File: src/hdl/pdc_pkg.sv
// ----------------------------------------------------------------------------
// pdc_pkg
// Shared types and constants for the PWM duty-cycle capture block.
// ----------------------------------------------------------------------------
package pdc_pkg;

    localparam int COUNT_BITS         = 25;
    localparam int DUTY_FRACTION_BITS = 16;
    localparam int DUTY_BITS          = DUTY_FRACTION_BITS + 1;
    localparam int CFG_BITS           = 24;
    localparam int STEP_BITS          = $clog2(DUTY_FRACTION_BITS + 1);

    localparam logic [CFG_BITS-1:0] TIMEOUT_RESET = 24'd100000;

    typedef logic [COUNT_BITS-1:0] t_count;
    typedef logic [COUNT_BITS:0]   t_rem;
    typedef logic [DUTY_BITS-1:0]  t_duty;
    typedef logic [CFG_BITS-1:0]   t_cfg;
    typedef logic [STEP_BITS-1:0]  t_step;

    typedef enum logic [1:0] {
        ST_MEASURED = 2'd0,
        ST_TIMEOUT  = 2'd1,
        ST_INVALID  = 2'd2
    } t_status;

    typedef enum logic [2:0] {
        PH_IDLE      = 3'd0,
        PH_WAIT_LOW  = 3'd1,
        PH_WAIT_RISE = 3'd2,
        PH_WAIT_FALL = 3'd3,
        PH_WAIT_NEXT = 3'd4
    } t_phase;

    typedef enum logic [2:0] {
        DV_IDLE  = 3'd0,
        DV_DIFF  = 3'd1,
        DV_CHECK = 3'd2,
        DV_STEP  = 3'd3,
        DV_DONE  = 3'd4
    } t_div_state;

    typedef struct packed {
        logic start_req;
        logic pin_level;
    } t_in;

    typedef struct packed {
        t_status status;
        t_duty   duty_q16;
        t_count  high_ticks;
        t_count  period_ticks;
    } t_out;

    // edge stamps handed from the edge timer to the divider
    typedef struct packed {
        logic   valid;
        logic   timeout;
        t_count rise_time;
        t_count fall_time;
        t_count stop_time;
    } t_meas;

endpackage

File: src/hdl/pdc_timer.sv
// ----------------------------------------------------------------------------
// pdc_timer
// Edge sequencer: tracks the measurement phase, counts elapsed ticks and
// stamps the rising and falling edges of the sampled line.
// ----------------------------------------------------------------------------
module pdc_timer (
    input  logic           i_clk,
    input  logic           i_rst_n,
    input  logic           i_accept,
    input  pdc_pkg::t_in   i_in,
    input  pdc_pkg::t_cfg  i_timeout,
    output pdc_pkg::t_meas o_meas
);

    pdc_pkg::t_phase r_phase, n_phase;
    pdc_pkg::t_count r_elapsed, n_elapsed;
    pdc_pkg::t_count r_rise, n_rise;
    pdc_pkg::t_count r_fall, n_fall;

    always_ff @(posedge i_clk) begin
        if (!i_rst_n) begin
            r_phase   <= pdc_pkg::PH_IDLE;
            r_elapsed <= '0;
            r_rise    <= '0;
            r_fall    <= '0;
        end else begin
            r_phase   <= n_phase;
            r_elapsed <= n_elapsed;
            r_rise    <= n_rise;
            r_fall    <= n_fall;
        end
    end

    always_comb begin
        logic            want;
        logic            active;
        logic            match;
        logic            late;
        pdc_pkg::t_count elapsed_inc;

        n_phase   = r_phase;
        n_elapsed = r_elapsed;
        n_rise    = r_rise;
        n_fall    = r_fall;
        o_meas    = '0;
        want      = 1'b0;
        active    = 1'b1;

        unique case (r_phase)
            pdc_pkg::PH_WAIT_LOW:  want = 1'b0;
            pdc_pkg::PH_WAIT_RISE: want = 1'b1;
            pdc_pkg::PH_WAIT_FALL: want = 1'b0;
            pdc_pkg::PH_WAIT_NEXT: want = 1'b1;
            default:               active = 1'b0;
        endcase

        // elapsed saturates at all ones
        elapsed_inc = (&r_elapsed) ? r_elapsed : r_elapsed + pdc_pkg::t_count'(1);
        match       = (i_in.pin_level == want);
        late        = (elapsed_inc > pdc_pkg::t_count'(i_timeout));

        if (i_accept) begin
            if (i_in.start_req) begin
                n_elapsed = '0;
                n_rise    = '0;
                n_fall    = '0;
                n_phase   = i_in.pin_level ? pdc_pkg::PH_WAIT_LOW : pdc_pkg::PH_WAIT_RISE;
            end else if (!active) begin
                n_phase = pdc_pkg::PH_IDLE;
            end else begin
                n_elapsed = elapsed_inc;
                if (match) begin
                    unique case (r_phase)
                        pdc_pkg::PH_WAIT_LOW: begin
                            n_phase = pdc_pkg::PH_WAIT_RISE;
                        end
                        pdc_pkg::PH_WAIT_RISE: begin
                            n_rise  = elapsed_inc;
                            n_phase = pdc_pkg::PH_WAIT_FALL;
                        end
                        pdc_pkg::PH_WAIT_FALL: begin
                            n_fall  = elapsed_inc;
                            n_phase = pdc_pkg::PH_WAIT_NEXT;
                        end
                        default: begin
                            o_meas.valid     = 1'b1;
                            o_meas.rise_time = r_rise;
                            o_meas.fall_time = r_fall;
                            o_meas.stop_time = elapsed_inc;
                            n_phase          = pdc_pkg::PH_IDLE;
                        end
                    endcase
                end else if (late) begin
                    o_meas.valid   = 1'b1;
                    o_meas.timeout = 1'b1;
                    n_phase        = pdc_pkg::PH_IDLE;
                end
            end
        end
    end

endmodule

File: src/hdl/pdc_div.sv
// ----------------------------------------------------------------------------
// pdc_div
// Result unit: forms high and period from the stamps, checks them and runs a
// bit-serial restoring divide for the duty, one quotient bit per cycle.
// ----------------------------------------------------------------------------
module pdc_div (
    input  logic           i_clk,
    input  logic           i_rst_n,
    input  pdc_pkg::t_meas i_meas,
    input  logic           i_take,
    output logic           o_busy,
    output logic           o_res_valid,
    output pdc_pkg::t_out  o_res
);

    pdc_pkg::t_div_state r_state, n_state;

    pdc_pkg::t_count  r_rise, r_fall, r_stop;
    pdc_pkg::t_count  r_hi, r_per;
    logic             r_bad;
    pdc_pkg::t_rem    r_rem;
    pdc_pkg::t_duty   r_quo;
    pdc_pkg::t_step   r_cnt;
    pdc_pkg::t_status r_status;

    pdc_pkg::t_rem shifted;
    pdc_pkg::t_rem per_ext;
    logic          ge;
    logic          check_bad;

    always_comb begin
        per_ext   = {1'b0, r_per};
        // first step takes the high count as it is, later steps shift in a zero
        shifted   = (r_cnt == '0) ? r_rem : {r_rem[pdc_pkg::COUNT_BITS-1:0], 1'b0};
        ge        = (shifted >= per_ext);
        check_bad = r_bad || (r_per == '0) || (r_hi > r_per);
    end

    always_ff @(posedge i_clk) begin
        if (!i_rst_n) begin
            r_state <= pdc_pkg::DV_IDLE;
        end else begin
            r_state <= n_state;
        end
    end

    always_comb begin
        n_state     = r_state;
        o_busy      = 1'b1;
        o_res_valid = 1'b0;
        unique case (r_state)
            pdc_pkg::DV_IDLE: begin
                o_busy = 1'b0;
                if (i_meas.valid) begin
                    n_state = i_meas.timeout ? pdc_pkg::DV_DONE : pdc_pkg::DV_DIFF;
                end
            end
            pdc_pkg::DV_DIFF: begin
                n_state = pdc_pkg::DV_CHECK;
            end
            pdc_pkg::DV_CHECK: begin
                n_state = check_bad ? pdc_pkg::DV_DONE : pdc_pkg::DV_STEP;
            end
            pdc_pkg::DV_STEP: begin
                if (r_cnt == pdc_pkg::t_step'(pdc_pkg::DUTY_FRACTION_BITS)) begin
                    n_state = pdc_pkg::DV_DONE;
                end
            end
            pdc_pkg::DV_DONE: begin
                o_res_valid = 1'b1;
                if (i_take) begin
                    n_state = pdc_pkg::DV_IDLE;
                end
            end
            default: begin
                n_state = pdc_pkg::DV_IDLE;
            end
        endcase
    end

    always_ff @(posedge i_clk) begin
        unique case (r_state)
            pdc_pkg::DV_IDLE: begin
                r_rise <= i_meas.rise_time;
                r_fall <= i_meas.fall_time;
                r_stop <= i_meas.stop_time;
                if (i_meas.valid && i_meas.timeout) begin
                    r_status <= pdc_pkg::ST_TIMEOUT;
                    r_hi     <= '0;
                    r_per    <= '0;
                    r_quo    <= '0;
                end
            end
            pdc_pkg::DV_DIFF: begin
                r_hi  <= r_fall - r_rise;
                r_per <= r_stop - r_rise;
                r_bad <= (r_fall < r_rise) || (r_stop < r_rise);
            end
            pdc_pkg::DV_CHECK: begin
                r_quo <= '0;
                r_rem <= {1'b0, r_hi};
                r_cnt <= '0;
                r_status <= check_bad ? pdc_pkg::ST_INVALID : pdc_pkg::ST_MEASURED;
            end
            pdc_pkg::DV_STEP: begin
                r_rem <= ge ? (shifted - per_ext) : shifted;
                r_quo <= {r_quo[pdc_pkg::DUTY_BITS-2:0], ge};
                r_cnt <= r_cnt + pdc_pkg::t_step'(1);
            end
            default: begin
            end
        endcase
    end

    assign o_res.status       = r_status;
    assign o_res.duty_q16     = r_quo;
    assign o_res.high_ticks   = r_hi;
    assign o_res.period_ticks = r_per;

endmodule

File: src/hdl/pwm_duty_cycle_capture_top.sv
// ----------------------------------------------------------------------------
// pwm_duty_cycle_capture_top
// Measures high time, period and duty of a sampled PWM line.
// ----------------------------------------------------------------------------
//  channel | direction | handshake            | payload
//  in      | input     | i_in_valid/o_in_stall   | start_req, pin_level
//  out     | output    | o_out_valid/i_out_stall | status, duty_q16, high/period
//  cfg     | input     | i_cfg_valid/o_cfg_ready | timeout_ticks (24 bits)
//
//  one sample request per cycle while a measurement is in progress
//  after the closing rising edge the input stalls while the divider forms the
//  difference, checks it, runs the serial divide and hands the result to the
//  output register, waiting while that register is full and stalled (timeout: hand-off only)
//  the output register frees the divider, so sampling resumes while a result waits
//  synchronous active-low reset: idle phase, timeout 100000, no result pending
// ----------------------------------------------------------------------------
module pwm_duty_cycle_capture_top (
    input  logic          i_clk,
    input  logic          i_rst_n,
    input  logic          i_in_valid,
    output logic          o_in_stall,
    input  pdc_pkg::t_in  i_in_data,
    output logic          o_out_valid,
    input  logic          i_out_stall,
    output pdc_pkg::t_out o_out_data,
    input  logic          i_cfg_valid,
    output logic          o_cfg_ready,
    input  pdc_pkg::t_cfg i_cfg_data
);

    pdc_pkg::t_cfg  r_timeout;
    logic           r_out_valid;
    pdc_pkg::t_out  r_out;

    logic           in_accept;
    logic           div_busy;
    logic           res_valid;
    logic           res_take;
    pdc_pkg::t_out  res;
    pdc_pkg::t_meas meas;

    assign o_cfg_ready = 1'b1;
    assign o_in_stall  = div_busy;
    assign in_accept   = i_in_valid && !o_in_stall;
    assign res_take    = !r_out_valid || !i_out_stall;

    always_ff @(posedge i_clk) begin
        if (!i_rst_n) begin
            r_timeout <= pdc_pkg::TIMEOUT_RESET;
        end else if (i_cfg_valid && o_cfg_ready) begin
            r_timeout <= i_cfg_data;
        end
    end

    pdc_timer u_timer (
        .i_clk     (i_clk),
        .i_rst_n   (i_rst_n),
        .i_accept  (in_accept),
        .i_in      (i_in_data),
        .i_timeout (r_timeout),
        .o_meas    (meas)
    );

    pdc_div u_div (
        .i_clk       (i_clk),
        .i_rst_n     (i_rst_n),
        .i_meas      (meas),
        .i_take      (res_take),
        .o_busy      (div_busy),
        .o_res_valid (res_valid),
        .o_res       (res)
    );

    // output register
    always_ff @(posedge i_clk) begin
        if (!i_rst_n) begin
            r_out_valid <= 1'b0;
        end else if (res_take) begin
            r_out_valid <= res_valid;
        end
    end

    always_ff @(posedge i_clk) begin
        if (res_take && res_valid) begin
            r_out <= res;
        end
    end

    assign o_out_valid = r_out_valid;
    assign o_out_data  = r_out;

    // stamps only leave the timer on an accepted sample
    a_meas_on_accept: assert property (@(posedge i_clk) disable iff (!i_rst_n)
        meas.valid |-> in_accept)
        else $error("edge event without an accepted sample");

    // the divider never gets a new event while busy
    a_no_event_busy: assert property (@(posedge i_clk) disable iff (!i_rst_n)
        div_busy |-> !meas.valid)
        else $error("edge event while result unit busy");

    // a measured result keeps the duty in range and high within period
    a_measured_range: assert property (@(posedge i_clk) disable iff (!i_rst_n)
        (o_out_valid && o_out_data.status == pdc_pkg::ST_MEASURED) |->
        (o_out_data.duty_q16 <= pdc_pkg::t_duty'(1 << pdc_pkg::DUTY_FRACTION_BITS)
         && o_out_data.high_ticks <= o_out_data.period_ticks
         && o_out_data.period_ticks != '0))
        else $error("measured result out of range");

    // a timeout carries no counts
    a_timeout_zero: assert property (@(posedge i_clk) disable iff (!i_rst_n)
        (o_out_valid && o_out_data.status == pdc_pkg::ST_TIMEOUT) |->
        (o_out_data.duty_q16 == '0 && o_out_data.high_ticks == '0
         && o_out_data.period_ticks == '0))
        else $error("timeout result with nonzero fields");

endmodule
File: config.mk
export PLATFORM = sky130hd
export DESIGN_NAME = pwm_duty_cycle_capture_top
export DESIGN_NICKNAME = d
export VERILOG_FILES = /design/src/hdl/pdc_pkg.sv /design/src/hdl/pdc_timer.sv /design/src/hdl/pdc_div.sv /design/src/hdl/pwm_duty_cycle_capture_top.sv
export SDC_FILE = /design/constraint.sdc
export NUM_CORES = 1
export LEC_CHECK = 0
export BUFFER_PORTS_ARGS = -buffer_cell sky130_fd_sc_hd__buf_2
export CORE_ASPECT_RATIO = 0.7
export CORE_MARGIN = 10
export CORE_UTILIZATION = 38
export CTS_CLUSTER_SIZE = 10
export DETAILED_ROUTE_END_ITERATION = 16
export SYNTH_ARGS = -nofsm -noshare
export SYNTH_HDL_FRONTEND = slang
export SYNTH_SLANG_ARGS = --single-unit
File: constraint.sdc
create_clock -name i_clk -period 8.54 [get_ports i_clk]
set_clock_uncertainty 0.15 [all_clocks]
set_input_delay 1.708 -clock i_clk [delete_from_list [all_inputs] [get_ports i_clk]]
set_output_delay 1.708 -clock i_clk [all_outputs]
set_load 0.005 [all_outputs]
==> impl_metrics.yaml <==
clock_tree:
  cts.path.max_buffers: 3
  cts.hold.buffers_added: 0
  cts_made_buffers: 42
  clock_sinks: 351
  cts_root_buf: "clkbuf_16"
  htree_num_levels: 2
  cts_tree: "built"
  post-cts-setup-buffer-count: 0
  postCtsResizedCells: 0
  clkTransAtPathRegs_ps: 60
  clkLatencyLatePin_ps: 540
place:
  gp_congestion: 0.8949
  dp_slack_ps: 2492
  dp_cells: 2569
  dp_hpwl_um: 35640
  portBuffers: 101
detailed_routing:
  maxUsedRoutingLayer: "met4"
  wl_met3_um: 2527
  m1WireLength_um: 23590
  wl_met2_um: 21300
  drc: 0
  viasPerCell: 5.330
  ant_nets: 0
  num_vias: 14070
  drt-total-wl_um: 48110
  drtIter0Drc: 1072
  wl_per_cell_um: 18.22
  dr.pass1.iters: 5
grt:
  overflow: 0
  grt_use_total: 0.1592
  antenna_found_initial: 0
  grt_max_degree: 71
  grt_pass1_wl_um: 76020
  grt_pass1_vias: 13810
yosys:
  ys_warn_count: 0
  ys_types: 80
  synth_edf_count: 245
  async_reset_ff_frac: 0
  syn_avg_cell_area_um2: 10.19
  synthFlopType: "edfxtp_1"
  synth_area_um2: 18920
  syn_nets: 2018
  ys_seq_elements: 351
  syn_inst: 1857
  yosysSeqAreaShare: 0.5011
worst_setup_path:
  critPathLaunchType: "flop"
  critical-path-top-delay-family: "simple AND/OR/NAND/NOR gates"
  cpPeakStageDelay_ps: 860
  worstPathBufferInverterCount: 2
  cp.required_ps: 8400
  critical-path-slowest-cell: "nand2_2"
  crit_path_end_kind: "flop"
  cp_cell_sequence: "nand4_1, or3_4, o311ai_4, nor2_1, and3_1, xnor2_2, inv_1, ha_1, nand4_1, nor4_1, inv_1, nor4_1, a31oi_1, o21ai_0, nand2_2"
  arrival_ps: 5990
  critPathMaxFanout: 50
  path_class: "reg -> reg"
timing:
  fmax_ghz: 0.1631
  rsz0062_at_grt: "false"
  slew_viol_final: 0
  slew_headroom: 0.2225
  post-route-min-period_ps: 6129
  setup-tns-final_ps: 0
  tightest_slew_ps: 1162
  finalCritPeriodShare: 0.7177
  setup_violations: 0
  hold_viol: 0
  worst_slack_ps: 2411
power_and_ir_drop:
  power_density_nw_per_um2: 167.0
  p_sw_uw: 736.5
  power_leakage_nw: 8.206
  seqPwrFrac: 0.507
  p_clk_frac: 0.468
  power_frac_comb: 0.025
  total_power_mw: 3.576
  ir_drop_mv: 0.1353
  intPower_mw: 2.839
  swShare: 0.2060
cells_and_area:
  nets: 2109
  layout-drive-gt1-share: 0.1099
  diodes: 0
  seq_area_um2: 9479
  nFillCells: 4692
  area_growth_pct: 13.15
  multi_input_area_um2: 8712
  final-instance-count-excl-fill: 2640
  finish.utilization: 0.4345
flow_run:
  maxCapViolations: 0
floorplan:
  start_util: 0.3840
  pin_count: 103
  die-width_um: 286.7
  die_area_um2: 59250
  core_region_area_um2: 49260
  fp-row-count: 68
  fp.dieH_um: 206.7
worst_hold_path:
  hold_path.class: "reg -> reg"
run_status:
  outcome: "finished, final reports clean"
[synth_stat cells, types with 25 or more instances]
library cell	count	area (um^2)
a21boi_0	38	285.3
inv_1	133	499.2
nor3_1	38	190.2
nor2b_1	42	262.8
xnor2_1	50	437.9
nand2_1	143	536.8
nand3_1	62	310.3
edfxtp_1	245	7357
and2_1	85	531.8
ha_1	127	1589
nand4_1	26	162.7
a21oi_1	123	615.6
dfxtp_1	106	2122
a21o_1	31	232.7
nor2_1	172	645.6
clkbuf_1	54	202.7
o21ai_0	82	410.4
xor2_1	25	219.0
[final cells by class]
type,instances,share of cell area
inverter,133,0.02332
clock inverter,4,0.002221
timing repair buffer,116,0.02887
multi-input combinational,1304,0.4070
clock buffer,67,0.05693
sequential,351,0.4428
tap,665,0.03887
[registers in the layout (all words and copies together) (netlist names), 5 cells and up]
| register | cells |
|---|---|
| u_timer.r_fall | 25 |
| u_timer.r_rise | 25 |
| o_out_data | 69 |
| u_div.r_per | 25 |
| u_div.r_quo | 17 |
| u_div.r_cnt | 5 |
| u_div.r_rem | 26 |
| u_div.r_fall | 25 |
| u_div.r_stop | 25 |
| u_div.r_hi | 25 |
| u_timer.r_elapsed | 25 |
| u_div.r_rise | 25 |
| r_timeout | 24 |
[layout by cell type (no fill, tap or decap), types with 6 or more instances in the layout]
| cell | n |
|---|---|
| nor3_1 | 38 |
| o31ai_1 | 12 |
| a21o_1 | 31 |
| nor4_1 | 13 |
| o21ai_0 | 82 |
| o21a_1 | 23 |
| and2_1 | 85 |
| a31oi_1 | 10 |
| and3_1 | 9 |
| a21boi_0 | 38 |
| xnor2_1 | 50 |
| nor2b_1 | 42 |
| clkbuf_16 | 45 |
| a211oi_1 | 9 |
| mux2i_1 | 24 |
| nor2_1 | 171 |
| inv_1 | 133 |
| edfxtp_1 | 245 |
| or2_2 | 6 |
| clkbuf_1 | 21 |
| a21oi_1 | 121 |
| nand2b_1 | 10 |
| nand4_1 | 26 |
| dfxtp_1 | 106 |
| nor3b_1 | 6 |
| nand2_1 | 142 |
| mux2_2 | 24 |
| xor2_1 | 25 |
| ha_1 | 127 |
| buf_2 | 101 |
| buf_4 | 15 |
| nand3_1 | 62 |
| o211ai_1 | 15 |
[power groups by stage]
stage	clock [mW]	combinational (mW)	sequential (mW)
2_1_floorplan	0	0.0615	1.85
3_3_place_gp	0	0.0894	1.85
3_5_place_dp	0	0.0907	1.85
4_1_cts	1.72	0.0910	1.81
5_1_grt	1.79	0.101	1.81
6_report	1.67	0.0903	1.81
[cell families (layout without fill, tap and decap cells)]
| group | after synthesis | in the layout | synth area share |
|---|---|---|---|
| other | 1 | 1 | 0.0001982 |
| AND/OR/NAND/NOR | 635 | 635 | 0.1658 |
| XOR/XNOR | 76 | 76 | 0.03558 |
| adder cells (fa/ha/maj) | 130 | 130 | 0.08717 |
| flip-flops | 351 | 351 | 0.5011 |
| AO/OA/AOI/OAI | 413 | 413 | 0.1413 |
| buffers and inverters | 202 | 320 | 0.04134 |
| multiplexers | 49 | 49 | 0.02758 |
[path summary, 6_finish.rpt]
path	start	end	slack [ps]	depth (start not counted)
setup / recovery	u_timer.r_elapsed[13]	u_div.r_hi[2]	2410	15
setup reg to reg	u_timer.r_elapsed[13]	u_div.r_hi[2]	2410	15
hold reg to reg	u_div.r_quo[16]	o_out_data[66]	270	0
hold / removal	u_div.r_quo[16]	o_out_data[66]	270	0
[per-layer routing]
metal | GRT usage | up-vias
met5 | 0 | -
met4 | 0.03208 | 0
met3 | 0.02657 | 45
met2 | 0.2522 | 322
met1 | 0.2265 | 6856
li1 | - | 6847
[worst reg2reg max path: cells and delay by family, from the launching register on]
family	cells	cell delay, ps
AND/OR/NAND/NOR	8	2830
AO/OA/AOI/OAI	3	1370
flip-flops	1	420
XOR/XNOR	1	310
adder cells (fa/ha/maj)	1	290
buffers and inverters	2	190
[per-stage QoR]
step           hold slack (ps)  cell area [um^2]
2_1_floorplan            250.3             18920
3_3_place_gp             261.3             20140
3_5_place_dp             255.2             20140
4_1_cts                  268.3             21410
5_1_grt                  294.7             21410
6_report                 272.8             21410
No activity file was read; power rests on OpenSTA's default activity.
